==> config.mk <==
export PLATFORM = sky130hd
export DESIGN_NAME = magic_length_frame_parser_flat
export DESIGN_NICKNAME = d
export VERILOG_FILES = /design/src/rtl/mlfp_pkg.sv /design/src/rtl/mlfp_if.sv /design/src/rtl/magic_length_frame_parser.sv /design/src/rtl/mlfp_in_stage.sv /design/src/rtl/mlfp_core.sv /design/src/rtl/mlfp_out_stage.sv /design/src/flat_wrapper.sv
export SDC_FILE = /design/constraint.sdc
export NUM_CORES = 1
export LEC_CHECK = 0
export ABC_AREA = 1
export BUFFER_PORTS_ARGS = -buffer_cell sky130_fd_sc_hd__buf_2
export CAP_MARGIN = 20
export CORE_ASPECT_RATIO = 1.5
export CORE_MARGIN = 1.5
export CORE_UTILIZATION = 45
export CTS_CLUSTER_SIZE = 12
export DETAILED_ROUTE_END_ITERATION = 7
export GPL_TIMING_DRIVEN = 0
export PLACE_DENSITY_LB_ADDON = 0.1
export SYNTH_ARGS = -nofsm -noshare
export SYNTH_HDL_FRONTEND = slang
export SYNTH_SLANG_ARGS = --single-unit
==> constraint.sdc <==
create_clock -name i_clk -period 2.75 [get_ports i_clk]
set_clock_uncertainty 0.15 [all_clocks]
set_input_delay 0.1375 -clock i_clk [delete_from_list [all_inputs] [get_ports i_clk]]
set_output_delay 0.1375 -clock i_clk [all_outputs]
set_load 0.01 [all_outputs]
==> src/rtl/mlfp_pkg.sv <==
// ----------------------------------------------------------------------------
// mlfp_pkg: shared types and constants for the frame parser
// Result codes, register indexes and the result record passed between stages.
// ----------------------------------------------------------------------------
package mlfp_pkg;

    localparam int unsigned BYTE_W     = 8;
    localparam int unsigned WORD_W     = 32;
    localparam int unsigned KIND_W     = 2;
    localparam int unsigned CFG_IDX_W  = 2;
    localparam int unsigned HDR_POS_W  = 3;

    // Reset values of the configuration registers
    localparam logic [WORD_W-1:0] MAGIC_RESET   = 32'h0000_0000;
    localparam logic [WORD_W-1:0] MAX_LEN_RESET = 32'h0010_0000;

    // Result kinds
    localparam logic [KIND_W-1:0] KIND_TYPE    = 2'd0;
    localparam logic [KIND_W-1:0] KIND_PAYLOAD = 2'd1;
    localparam logic [KIND_W-1:0] KIND_BAD     = 2'd2;

    // Configuration register indexes
    localparam logic [CFG_IDX_W-1:0] REG_MAGIC   = 2'd0;
    localparam logic [CFG_IDX_W-1:0] REG_MAX_LEN = 2'd1;

    typedef struct packed {
        logic [KIND_W-1:0] kind;
        logic [BYTE_W-1:0] value;
        logic              last;
    } t_result;

endpackage

==> src/rtl/mlfp_if.sv <==
// ----------------------------------------------------------------------------
// mlfp_if: channel interfaces of the frame parser
// Byte input stream, result stream and configuration write channel.
// ----------------------------------------------------------------------------
interface mlfp_byte_if;
    import mlfp_pkg::*;
    logic              valid;
    logic              ready;
    logic [BYTE_W-1:0] rx_byte;

    modport source (output valid, output rx_byte, input ready);
    modport sink   (input valid, input rx_byte, output ready);
endinterface

interface mlfp_result_if;
    import mlfp_pkg::*;
    logic              valid;
    logic              ready;
    logic [KIND_W-1:0] kind;
    logic [BYTE_W-1:0] value;
    logic              last;

    modport source (output valid, output kind, output value, output last, input ready);
    modport sink   (input valid, input kind, input value, input last, output ready);
endinterface

interface mlfp_cfg_if;
    import mlfp_pkg::*;
    logic                 valid;
    logic                 ready;
    logic [CFG_IDX_W-1:0] index;
    logic [WORD_W-1:0]    data;

    modport source (output valid, output index, output data, input ready);
    modport sink   (input valid, input index, input data, output ready);
endinterface

==> src/rtl/magic_length_frame_parser.sv <==
// ----------------------------------------------------------------------------
// magic_length_frame_parser: magic-word, length-prefixed frame deframer
// Parses a received byte stream into type and payload results.
// ----------------------------------------------------------------------------
// Usage:
//   i_rx  : one received byte per transfer. Each frame is a 4-byte magic word,
//           a 32-bit big-endian length, a type byte and length-1 payload bytes.
//   o_res : one result per type or payload byte (kind, value, last); header
//           bytes give nothing, except a bad-frame result on the eighth one.
//   i_cfg : register writes, index 0 magic word, 1 max frame length; other
//           indexes are dropped. Always ready; write only while idle.
// Path: a byte that transfers is held in the input register, then updates the
//   parser state and the result register together.
// Throughput: one byte per cycle while o_res is not held off.
// Reset: registers return to magic 0 and max length 1048576; parser waits
//   for a header. After a bad frame the parser halts and drops bytes until
//   reset.
// Stall: when o_res is held off, the result register keeps its result, the
//   input register fills, and i_rx.ready drops until the result moves on.
// ----------------------------------------------------------------------------
module magic_length_frame_parser
    import mlfp_pkg::*;
(
    input  logic        i_clk,
    input  logic        i_rst_n,
    mlfp_byte_if.sink   i_rx,
    mlfp_result_if.source o_res,
    mlfp_cfg_if.sink    i_cfg
);

    logic [WORD_W-1:0] r_magic_word;
    logic [WORD_W-1:0] r_max_frame_len;

    logic              in_valid;
    logic [BYTE_W-1:0] in_byte;
    logic              core_pop;
    logic              core_emit;
    t_result           core_result;
    logic              out_free;
    t_result           out_result;

    // configuration registers
    assign i_cfg.ready = 1'b1;

    always_ff @(posedge i_clk) begin
        if (!i_rst_n) begin
            r_magic_word    <= MAGIC_RESET;
            r_max_frame_len <= MAX_LEN_RESET;
        end else if (i_cfg.valid) begin
            if (i_cfg.index == REG_MAGIC) begin
                r_magic_word <= i_cfg.data;
            end else if (i_cfg.index == REG_MAX_LEN) begin
                r_max_frame_len <= i_cfg.data;
            end
        end
    end

    mlfp_in_stage u_in_stage (
        .i_clk   (i_clk),
        .i_rst_n (i_rst_n),
        .i_valid (i_rx.valid),
        .i_byte  (i_rx.rx_byte),
        .o_ready (i_rx.ready),
        .i_pop   (core_pop),
        .o_valid (in_valid),
        .o_byte  (in_byte)
    );

    mlfp_core u_core (
        .i_clk           (i_clk),
        .i_rst_n         (i_rst_n),
        .i_valid         (in_valid),
        .i_byte          (in_byte),
        .i_out_free      (out_free),
        .i_magic_word    (r_magic_word),
        .i_max_frame_len (r_max_frame_len),
        .o_pop           (core_pop),
        .o_emit          (core_emit),
        .o_result        (core_result)
    );

    mlfp_out_stage u_out_stage (
        .i_clk    (i_clk),
        .i_rst_n  (i_rst_n),
        .i_load   (core_emit),
        .i_result (core_result),
        .o_free   (out_free),
        .o_valid  (o_res.valid),
        .i_ready  (o_res.ready),
        .o_result (out_result)
    );

    assign o_res.kind  = out_result.kind;
    assign o_res.value = out_result.value;
    assign o_res.last  = out_result.last;

endmodule

==> src/rtl/mlfp_in_stage.sv <==
// ----------------------------------------------------------------------------
// mlfp_in_stage: input byte register
// Holds one received byte until the parser core consumes it.
// ----------------------------------------------------------------------------
module mlfp_in_stage
    import mlfp_pkg::*;
(
    input  logic              i_clk,
    input  logic              i_rst_n,
    input  logic              i_valid,
    input  logic [BYTE_W-1:0] i_byte,
    output logic              o_ready,
    input  logic              i_pop,
    output logic              o_valid,
    output logic [BYTE_W-1:0] o_byte
);

    logic              r_valid;
    logic [BYTE_W-1:0] r_byte;

    // free when empty or draining this cycle
    assign o_ready = !r_valid || i_pop;
    assign o_valid = r_valid;
    assign o_byte  = r_byte;

    always_ff @(posedge i_clk) begin
        if (!i_rst_n) begin
            r_valid <= 1'b0;
        end else if (o_ready) begin
            r_valid <= i_valid;
        end
    end

    // payload, no reset
    always_ff @(posedge i_clk) begin
        if (o_ready && i_valid) begin
            r_byte <= i_byte;
        end
    end

endmodule

==> src/rtl/mlfp_core.sv <==
// ----------------------------------------------------------------------------
// mlfp_core: frame parser state machine
// Tracks the header, checks magic and length, and builds one result per type or payload byte.
// ----------------------------------------------------------------------------
module mlfp_core
    import mlfp_pkg::*;
(
    input  logic              i_clk,
    input  logic              i_rst_n,
    input  logic              i_valid,
    input  logic [BYTE_W-1:0] i_byte,
    input  logic              i_out_free,
    input  logic [WORD_W-1:0] i_magic_word,
    input  logic [WORD_W-1:0] i_max_frame_len,
    output logic              o_pop,
    output logic              o_emit,
    output t_result           o_result
);

    typedef enum logic [1:0] {
        PH_HEADER  = 2'd0,
        PH_TYPE    = 2'd1,
        PH_PAYLOAD = 2'd2,
        PH_HALTED  = 2'd3
    } t_phase;

    localparam logic [HDR_POS_W-1:0] HDR_LAST = HDR_POS_W'(7);

    t_phase                r_phase,   n_phase;
    logic [HDR_POS_W-1:0]  r_hdr_pos, n_hdr_pos;
    logic                  r_magic_ok, n_magic_ok;
    logic [WORD_W-1:0]     r_len,     n_len;
    logic [WORD_W-1:0]     r_remain,  n_remain;

    logic [BYTE_W-1:0]     want_byte;
    logic [WORD_W-1:0]     len_next;
    logic [WORD_W-1:0]     remain_dec;
    logic                  frame_bad;

    assign o_pop = i_valid && i_out_free;

    // expected magic byte, first byte in the top lane
    always_comb begin
        case (r_hdr_pos[1:0])
            2'd0:    want_byte = i_magic_word[31:24];
            2'd1:    want_byte = i_magic_word[23:16];
            2'd2:    want_byte = i_magic_word[15:8];
            default: want_byte = i_magic_word[7:0];
        endcase
    end

    assign len_next   = {r_len[WORD_W-BYTE_W-1:0], i_byte};
    assign remain_dec = r_remain - WORD_W'(1);
    assign frame_bad  = !r_magic_ok || (len_next == '0) || (len_next > i_max_frame_len);

    // next state and result for the byte at the head of the input stage
    always_comb begin
        n_phase    = r_phase;
        n_hdr_pos  = r_hdr_pos;
        n_magic_ok = r_magic_ok;
        n_len      = r_len;
        n_remain   = r_remain;
        o_emit     = 1'b0;
        o_result   = '{kind: KIND_TYPE, value: i_byte, last: 1'b0};
        if (o_pop) begin
            case (r_phase)
                PH_HEADER: begin
                    n_hdr_pos = r_hdr_pos + HDR_POS_W'(1);
                    if (!r_hdr_pos[2]) begin
                        if (i_byte != want_byte) begin
                            n_magic_ok = 1'b0;
                        end
                    end else begin
                        n_len = len_next;
                    end
                    if (r_hdr_pos == HDR_LAST) begin
                        if (frame_bad) begin
                            n_phase  = PH_HALTED;
                            o_emit   = 1'b1;
                            o_result = '{kind: KIND_BAD, value: '0, last: 1'b1};
                        end else begin
                            n_phase  = PH_TYPE;
                            n_remain = len_next - WORD_W'(1);
                        end
                    end
                end
                PH_TYPE: begin
                    o_emit = 1'b1;
                    if (r_remain == '0) begin
                        o_result.last = 1'b1;
                        n_phase       = PH_HEADER;
                        n_hdr_pos     = '0;
                        n_magic_ok    = 1'b1;
                        n_len         = '0;
                    end else begin
                        n_phase = PH_PAYLOAD;
                    end
                end
                PH_PAYLOAD: begin
                    o_emit        = 1'b1;
                    o_result.kind = KIND_PAYLOAD;
                    n_remain      = remain_dec;
                    if (remain_dec == '0) begin
                        o_result.last = 1'b1;
                        n_phase       = PH_HEADER;
                        n_hdr_pos     = '0;
                        n_magic_ok    = 1'b1;
                        n_len         = '0;
                    end
                end
                default: begin
                    // halted: bytes are dropped until reset
                end
            endcase
        end
    end

    always_ff @(posedge i_clk) begin
        if (!i_rst_n) begin
            r_phase    <= PH_HEADER;
            r_hdr_pos  <= '0;
            r_magic_ok <= 1'b1;
            r_len      <= '0;
            r_remain   <= '0;
        end else begin
            r_phase    <= n_phase;
            r_hdr_pos  <= n_hdr_pos;
            r_magic_ok <= n_magic_ok;
            r_len      <= n_len;
            r_remain   <= n_remain;
        end
    end

    // halt is sticky until reset
    a_halt_sticky: assert property (@(posedge i_clk) disable iff (!i_rst_n)
        r_phase == PH_HALTED |=> r_phase == PH_HALTED)
        else $error("parser left the halted state");

    // a bad-frame result only comes with the eighth header byte
    a_bad_on_hdr_end: assert property (@(posedge i_clk) disable iff (!i_rst_n)
        (o_emit && o_result.kind == KIND_BAD) |-> (r_phase == PH_HEADER && r_hdr_pos == HDR_LAST))
        else $error("bad-frame result outside the header end");

    // payload phase always has at least one byte left
    a_payload_nonzero: assert property (@(posedge i_clk) disable iff (!i_rst_n)
        r_phase == PH_PAYLOAD |-> r_remain != '0)
        else $error("payload phase with nothing remaining");

    // header position only advances inside the header
    a_hdr_pos_idle: assert property (@(posedge i_clk) disable iff (!i_rst_n)
        (r_phase == PH_TYPE || r_phase == PH_PAYLOAD) |-> r_hdr_pos == '0)
        else $error("header position nonzero outside the header");

endmodule

==> src/rtl/mlfp_out_stage.sv <==
// ----------------------------------------------------------------------------
// mlfp_out_stage: result register
// Holds one result until the receiver takes it.
// ----------------------------------------------------------------------------
module mlfp_out_stage
    import mlfp_pkg::*;
(
    input  logic    i_clk,
    input  logic    i_rst_n,
    input  logic    i_load,
    input  t_result i_result,
    output logic    o_free,
    output logic    o_valid,
    input  logic    i_ready,
    output t_result o_result
);

    logic    r_valid;
    t_result r_result;

    // free when empty or the held result transfers this cycle
    assign o_free   = !r_valid || i_ready;
    assign o_valid  = r_valid;
    assign o_result = r_result;

    always_ff @(posedge i_clk) begin
        if (!i_rst_n) begin
            r_valid <= 1'b0;
        end else if (o_free) begin
            r_valid <= i_load;
        end
    end

    always_ff @(posedge i_clk) begin
        if (o_free && i_load) begin
            r_result <= i_result;
        end
    end

endmodule
==> src/flat_wrapper.sv <==
// flat-port wrapper written by rule: the top's interface ports become plain ports
module magic_length_frame_parser_flat import mlfp_pkg::*;
  (i_clk, i_rst_n, i_rx_valid, i_rx_rx_byte, i_rx_ready, o_res_valid, o_res_kind, o_res_value, o_res_last, o_res_ready, i_cfg_valid, i_cfg_index, i_cfg_data, i_cfg_ready);
  mlfp_byte_if i_rx_i ();
  mlfp_result_if o_res_i ();
  mlfp_cfg_if i_cfg_i ();
  input  logic i_clk;
  input  logic i_rst_n;
  input wire logic [$bits(i_rx_i.valid)-1:0] i_rx_valid;
  input wire logic [$bits(i_rx_i.rx_byte)-1:0] i_rx_rx_byte;
  output wire logic [$bits(i_rx_i.ready)-1:0] i_rx_ready;
  output wire logic [$bits(o_res_i.valid)-1:0] o_res_valid;
  output wire logic [$bits(o_res_i.kind)-1:0] o_res_kind;
  output wire logic [$bits(o_res_i.value)-1:0] o_res_value;
  output wire logic [$bits(o_res_i.last)-1:0] o_res_last;
  input wire logic [$bits(o_res_i.ready)-1:0] o_res_ready;
  input wire logic [$bits(i_cfg_i.valid)-1:0] i_cfg_valid;
  input wire logic [$bits(i_cfg_i.index)-1:0] i_cfg_index;
  input wire logic [$bits(i_cfg_i.data)-1:0] i_cfg_data;
  output wire logic [$bits(i_cfg_i.ready)-1:0] i_cfg_ready;
  assign i_rx_i.valid = i_rx_valid;
  assign i_rx_i.rx_byte = i_rx_rx_byte;
  assign i_rx_ready = i_rx_i.ready;
  assign o_res_valid = o_res_i.valid;
  assign o_res_kind = o_res_i.kind;
  assign o_res_value = o_res_i.value;
  assign o_res_last = o_res_i.last;
  assign o_res_i.ready = o_res_ready;
  assign i_cfg_i.valid = i_cfg_valid;
  assign i_cfg_i.index = i_cfg_index;
  assign i_cfg_i.data = i_cfg_data;
  assign i_cfg_ready = i_cfg_i.ready;
  magic_length_frame_parser u_core (.i_clk(i_clk), .i_rst_n(i_rst_n), .i_rx(i_rx_i), .o_res(o_res_i), .i_cfg(i_cfg_i));
endmodule
# Word-level counts from Yosys, hierarchy flattened
# Index checks and enable logic that the tools add are counted.
# Widths: inputs -> output; s select.
# op_classes
muxes	33
n_lt_le_gt_ge	1
n_eq_ne	14
n_addsub	3
n_reduce_logical	26
bitwise_logic	1
# ops
operator	count
$logic_not 32->1	3
$mux 24	3
$pmux 24 s3	1
$mux 32	2
$pmux 32 s2	1
$sub 32x1->32 const B	2
$gt 32x32->1	1
$pmux 8 s3	1
$mux 11	2
$ne 2x2->1 const B	7
$reduce_and 4->1	3
$mux 1	9
$mux 9	1
$pmux 3 s3	1
$mux 2	4
$mux 8	1
$ne 8x8->1	1
$eq 2x1->1 const B	3
$logic_not 2->1	3
$mux 3	2
$pmux 1 s3	2
$pmux 2 s3	1
$reduce_and 6->1	1
$reduce_and 5->1	1
other kinds (14)	22
# totals
output_inout_bits	14
register_bits	147
in_bits	47

# Depth between registers and ports, before layout
# logic_depth
depth_word	8
ltp_mapped	20
depth_no_buf	19

# Cells and area by module
# From an unflattened synthesis, not the netlist that was laid out.
# unflattened
cells_unflattened	1570
hier_area_um2	9699.3
# by_module_without_submodules
module	seq_area_each_um2	cells_each	instances	area_per_inst_um2
mlfp_core	1241.2	1124	1	6243.5
magic_length_frame_parser	1281.2	413	1	2782.7
mlfp_out_stage	350.3	18	1	381.6
mlfp_in_stage	260.2	15	1	291.5

# Least setup slack after synthesis
# OpenSTA, ideal clock, no wires.
# synth_timing
kind	reg-to-reg
from	reg u_core.u_in_stage.r_byte[5] (netlist: u_core.u_in_stage.o_byte[5])
to	reg u_core.u_core.r_remain[5]
path_stages_with_launch	19
arrival_ns	2.175
setup_slack_ns	0.311
period_less_slack_ns	2.439
cell_sequence	edfxtp_1 > ha_1 > a21oi_1 > nor2_1 > nor3_1 > nand2_1 > nand2_1 > nand2_1 > nand2_1 > nand2_1 > nand2_1 > nand2_1 > nand2_1 > nand2_1 > inv_2 > clkbuf_1 > nand2_1 > nand2_1 > nor2_1
# synth_between
elab_chain_cells	5
elab_cells_between_ends	10
# synth_rtl
item	line_no	rtl
from (decl)	mlfp_in_stage.sv:19	logic [BYTE_W-1:0] r_byte;
from (signal assigned)	mlfp_in_stage.sv:37	r_byte <= i_byte;
parallel branches: the longest is 5 deep, another holds $sub 32x1->32	-	
to (signal assigned)	mlfp_core.sv:130	r_remain <= n_remain;
to (decl)	mlfp_core.sv:33	logic [WORD_W-1:0] r_remain, n_remain;
# Parallel ways; which one is timed is not known. The select of a mux whose other input is x is not followed.
# A chain may end at the register's enable or synchronous reset.

# Worst setup path in the final report
# layout_timing
from	reg u_core.u_core.r_remain[1]
to	reg u_core.u_core.r_hdr_pos[1]
# layout_between
elab_chain_cells	4
elab_cells_between_ends	6
# layout_rtl
item	line_no	rtl
$sub 32x1->32	mlfp_core.sv:53	assign remain_dec = r_remain - WORD_W'(1);
$logic_not 32->1	mlfp_core.sv:103	if (remain_dec == '0) begin
$ne 2x2->1 (no line)	-	
$reduce_and 4->1 (no line) (*)	-	
to (signal assigned)	mlfp_core.sv:127	r_hdr_pos <= n_hdr_pos;
to (decl)	mlfp_core.sv:30	logic [HDR_POS_W-1:0] r_hdr_pos, n_hdr_pos;
# Every way passes the cells marked *; elsewhere a longest branch is shown, timed or not.

==> impl_metrics.csv <==
group,metric,value,unit
yosys,syn-num-nets,1486,
sta,fin_setup_tns,0,ns
clocking,clockBufferDepth,2,
hold_path,whs_path_depth,4,
yosys,synth_top_area_share,28.4,%
placed_design,dp_hpwl,22300,um
power,peakVddDrop,0.448,mV
clocking,insertion_delay,0.44,ns
yosys,synth_compound_area_share,13.1,%
yosys,yosysUniqueCellTypes,42,
yosys,synth.most_common_cell,"nand2_1",
sta,period_needed,2.60,ns
floorplanning,die_x,119,um
yosys,synthTopCellsByCount,"nand2_1, nor2_1, inv_1",
floorplanning,rows,63,
sta,final-hold-violation-count,0,
setup_path,critPathKind,"flop to flop",
clocking,path_clk_slew,0.06,ns
placed_design,post-place-ws,-0.717,ns
finish,drive_gt1_share,12.8,%
sta,slew_headroom,48.3,%
route,vias_per_cell,5.07,
yosys,netlist_area,9010,um^2
clocking,cts_root_buffer,"clkbuf_16",
sta,final.setup.worst_slack,0.153,ns
setup_path,r2r_cells,16,
setup_path,reg2reg_from,"u_core.u_core.r_remain[1]",
yosys,syn_inst,1393,
route,wire_per_inst,16.1,um
route,drtAntennaViolNets,0,
global_routing,grt_usage,27.9,%
power,leakagePower,5.12,nW
route,totalWireLength,29100,um
finish,area_delta_synth_final,23.2,%
setup_path,cp_max_fo,10,
sta,finalCritPeriodShare,94.4,%
hold_path,hp-class,"primary input to flop",
yosys,synth_mux_area_share,0,%
floorplanning,initial_core_util,45.7,%
finish,fillers,2057,
yosys,synthXorXnorAreaFrac,1.55,%
yosys,ys_seq_area_share,34.8,%
sta,setup_viol,0,
setup_path,r2r_end,"u_core.u_core.r_hdr_pos[1]",
yosys,synth_top_family_by_area,"simple AND/OR/NAND/NOR gates",
global_routing,grt_max_degree,17,
global_routing,grt_pass1_wl,45100,um
power,p_total,5.16,mW
route,drtIter0Drc,553,
yosys,synth_top_area_cell,"dfxtp_1",
global_routing,overflow,0,
route,first_pass_iters,5,
sta,worst_pin_slew,0.776,ns
sta,max_freq,385,MHz
placed_design,finalWeightedCongestion,0.907,
clocking,cts_max_level,4,
power,powerDensity,464,nW/um^2
yosys,synth_ff_type,"dfxtp_1",
finish,final_cell_area,11100,um^2
global_routing,antenna_found_initial,0,
setup_path,arrival,2.80,ns
clocking,clkSinkCount,147,
hold_path,whs_endpoint,"u_core.r_max_frame_len[0]",
clocking,cts_buffers,17,
run,maxCapViolations,0,
yosys,synth-adder-area-share,6.38,%
floorplanning,dieArea,20900,um^2
hold_path,worst_hold_startpoint,"i_cfg_index[1]",
floorplanning,coreArea,19700,um^2
route,drc_errors,0,
clocking,cts_tree,"yes",
setup_path,required,2.96,ns
run_status,status,"finished, final reports clean",
yosys,synthSimpleGateAreaFrac,34.3,%
yosys,synth_edf_count,19,
yosys,synth_area_per_cell,6.47,um^2
yosys,ys_warn_count,0,
setup_path,cp-start-kind,"flop",
finish,layout.nets,1631,
floorplanning,io_pins,61,
placed_design,place_area,9630,um^2
sta,slew_violations,0,
global_routing,grt_pass1_vias,8838,
route,via_count,9179,
finish,num_antenna_cells,0,
yosys,ys_ff_latch,147,
yosys,async_reset_ff_share,0,%
placed_design,port-buffer-count,58,
setup_path,r2r_slack,0.15,ns
setup_path,endpoint_kind,"flop",
floorplanning,chipHeight,176,um
yosys,synth.area.top_cells,"dfxtp_1, nand2_1, nor2_1, inv_1, o21ai_0",
==> critical path, cell delays in order, from the launching register on <==
cell,delay [ns]
dfxtp_1,0.43
inv_2,0.08
ha_4,0.18
nand2_4,0.11
nor2_4,0.06
buf_6,0.14
nand3_1,0.06
nand2_1,0.08
nor2_1,0.12
nand2_1,0.08
nor3_2,0.24
nand3_2,0.13
nand2_4,0.12
buf_8,0.14
buf_6,0.13
nand3b_1,0.10
a21oi_1,0.16
==> area by class of cell <==
| cell class | instances | area [um^2] | area share, % |
|---|---|---|---|
| Timing Repair Buffer | 127 | 948 | 8.54 |
| Clock buffer | 23 | 510 | 4.60 |
| Inverter | 161 | 613 | 5.52 |
| Timing Repair inverter | 1 | 7.51 | 0.0676 |
| Sequential cell | 147 | 3140 | 28.3 |
| Buffer | 56 | 305 | 2.75 |
| Clock inverter | 8 | 97.6 | 0.879 |
| Tap cell | 260 | 325 | 2.93 |
| Multi-Input combinational cell | 1027 | 5160 | 46.5 |
==> state kept, by name (all words and copies together) (netlist names) <==
signal,count
u_core.r_magic_word,32
u_core.u_core.r_magic_ok,1
u_core.u_out_stage.o_valid,1
u_core.u_core.r_phase,2
u_core.u_core.r_len,24
u_core.u_out_stage.o_result,11
u_core.r_max_frame_len,32
u_core.u_core.r_remain,32
u_core.u_in_stage.o_byte,8
u_core.u_core.r_hdr_pos,3
u_core.u_in_stage.o_valid,1
==> placed cells by master, fill, tap and decap left out, types with 6 or more instances in the layout <==
| cell | Yosys | layout |
|---|---|---|
| dfxtp_1 | 128 | 123 |
| nand2_4 | 2 | 6 |
| o21ai_0 | 116 | 114 |
| inv_1 | 156 | 153 |
| nand4_1 | 41 | 41 |
| nand2_1 | 333 | 325 |
| o21ai_1 | 8 | 9 |
| clkbuf_1 | 42 | 36 |
| edfxtp_1 | 19 | 19 |
| dlygate4sd3_1 | 0 | 45 |
| nand2_2 | 3 | 8 |
| nand3b_1 | 7 | 7 |
| buf_2 | 5 | 63 |
| nor3_1 | 8 | 7 |
| nor2_2 | 8 | 16 |
| nand3_1 | 53 | 51 |
| a31oi_1 | 7 | 7 |
| clkbuf_16 | 0 | 20 |
| xor2_1 | 13 | 13 |
| nor2_1 | 266 | 252 |
| ha_1 | 46 | 45 |
| buf_4 | 2 | 24 |
| nor2_4 | 5 | 11 |
| a21oi_1 | 85 | 83 |
==> routing by layer <==
layer / vias to the layer above / GRT usage [%] / routed length [um]
li1: 4774 / - / -
met1: 4140 / 28.9 / 11300
met2: 199 / 53.9 / 15500
met3: 66 / 3.71 / 776
met4: 0 / 15.2 / 1550
met5: - / 0 / 0
==> report_power, final <==
part           total (mW)  switching [mW]  internal, mW  leakage [nW]
Clock                2.42           0.940          1.48         0.291
Sequential           2.26          0.0288          2.23          1.22
Combinational       0.472           0.281         0.191          3.61
Total                5.16            1.25          3.91          5.12
==> cells by family (layout without fill, tap and decap cells) <==
kind of cell / after synthesis / in the layout
and+or+nand+nor: 735 / 736
AOI/OAI and AO/OA: 228 / 228
buffers and inverters: 220 / 376
DFF: 147 / 147
adders and majority gates: 46 / 46
xor gates and xnor gates: 16 / 16
other: 1 / 1
==> how the worst max path moves through the flow <==
| stage | start | to |
|---|---|---|
| floorplan | u_core.u_in_stage.o_byte[5] | u_core.u_core.r_remain[5] |
| global placement | u_core.u_core.r_len[15] | u_core.u_core.r_remain[18] |
| detailed placement | u_core.u_core.r_len[15] | u_core.u_core.r_remain[23] |
| CTS | u_core.u_core.r_remain[0] | u_core.u_core.r_len[9] |
| global route | u_core.u_core.r_remain[17] | u_core.u_core.r_len[19] |
| finish | u_core.u_core.r_remain[1] | u_core.u_core.r_hdr_pos[1] |
==> timing repair <==
item / CTS / global route
gates cloned: 0 / 4
setup buffers: 7 / 15
hold buffers: 45 / 0
gates resized for setup: 25 / 49
pin swaps: 0 / 13
hold endpoints to repair: 74 / 0
setup endpoints to repair: 78 / 78
==> stage by stage <==
step                      hold WS, ns  util, %  std cells
final                          0.0211     56.4       1810
after CTS                     0.00812     54.9       1794
after global routing           0.0267     56.4       1810
after floorplan                0.0864        -       1393
after detailed placement        0.167     48.9       1711
after global placement          0.165     48.9       1711
(Power assumes the default switching activity.)
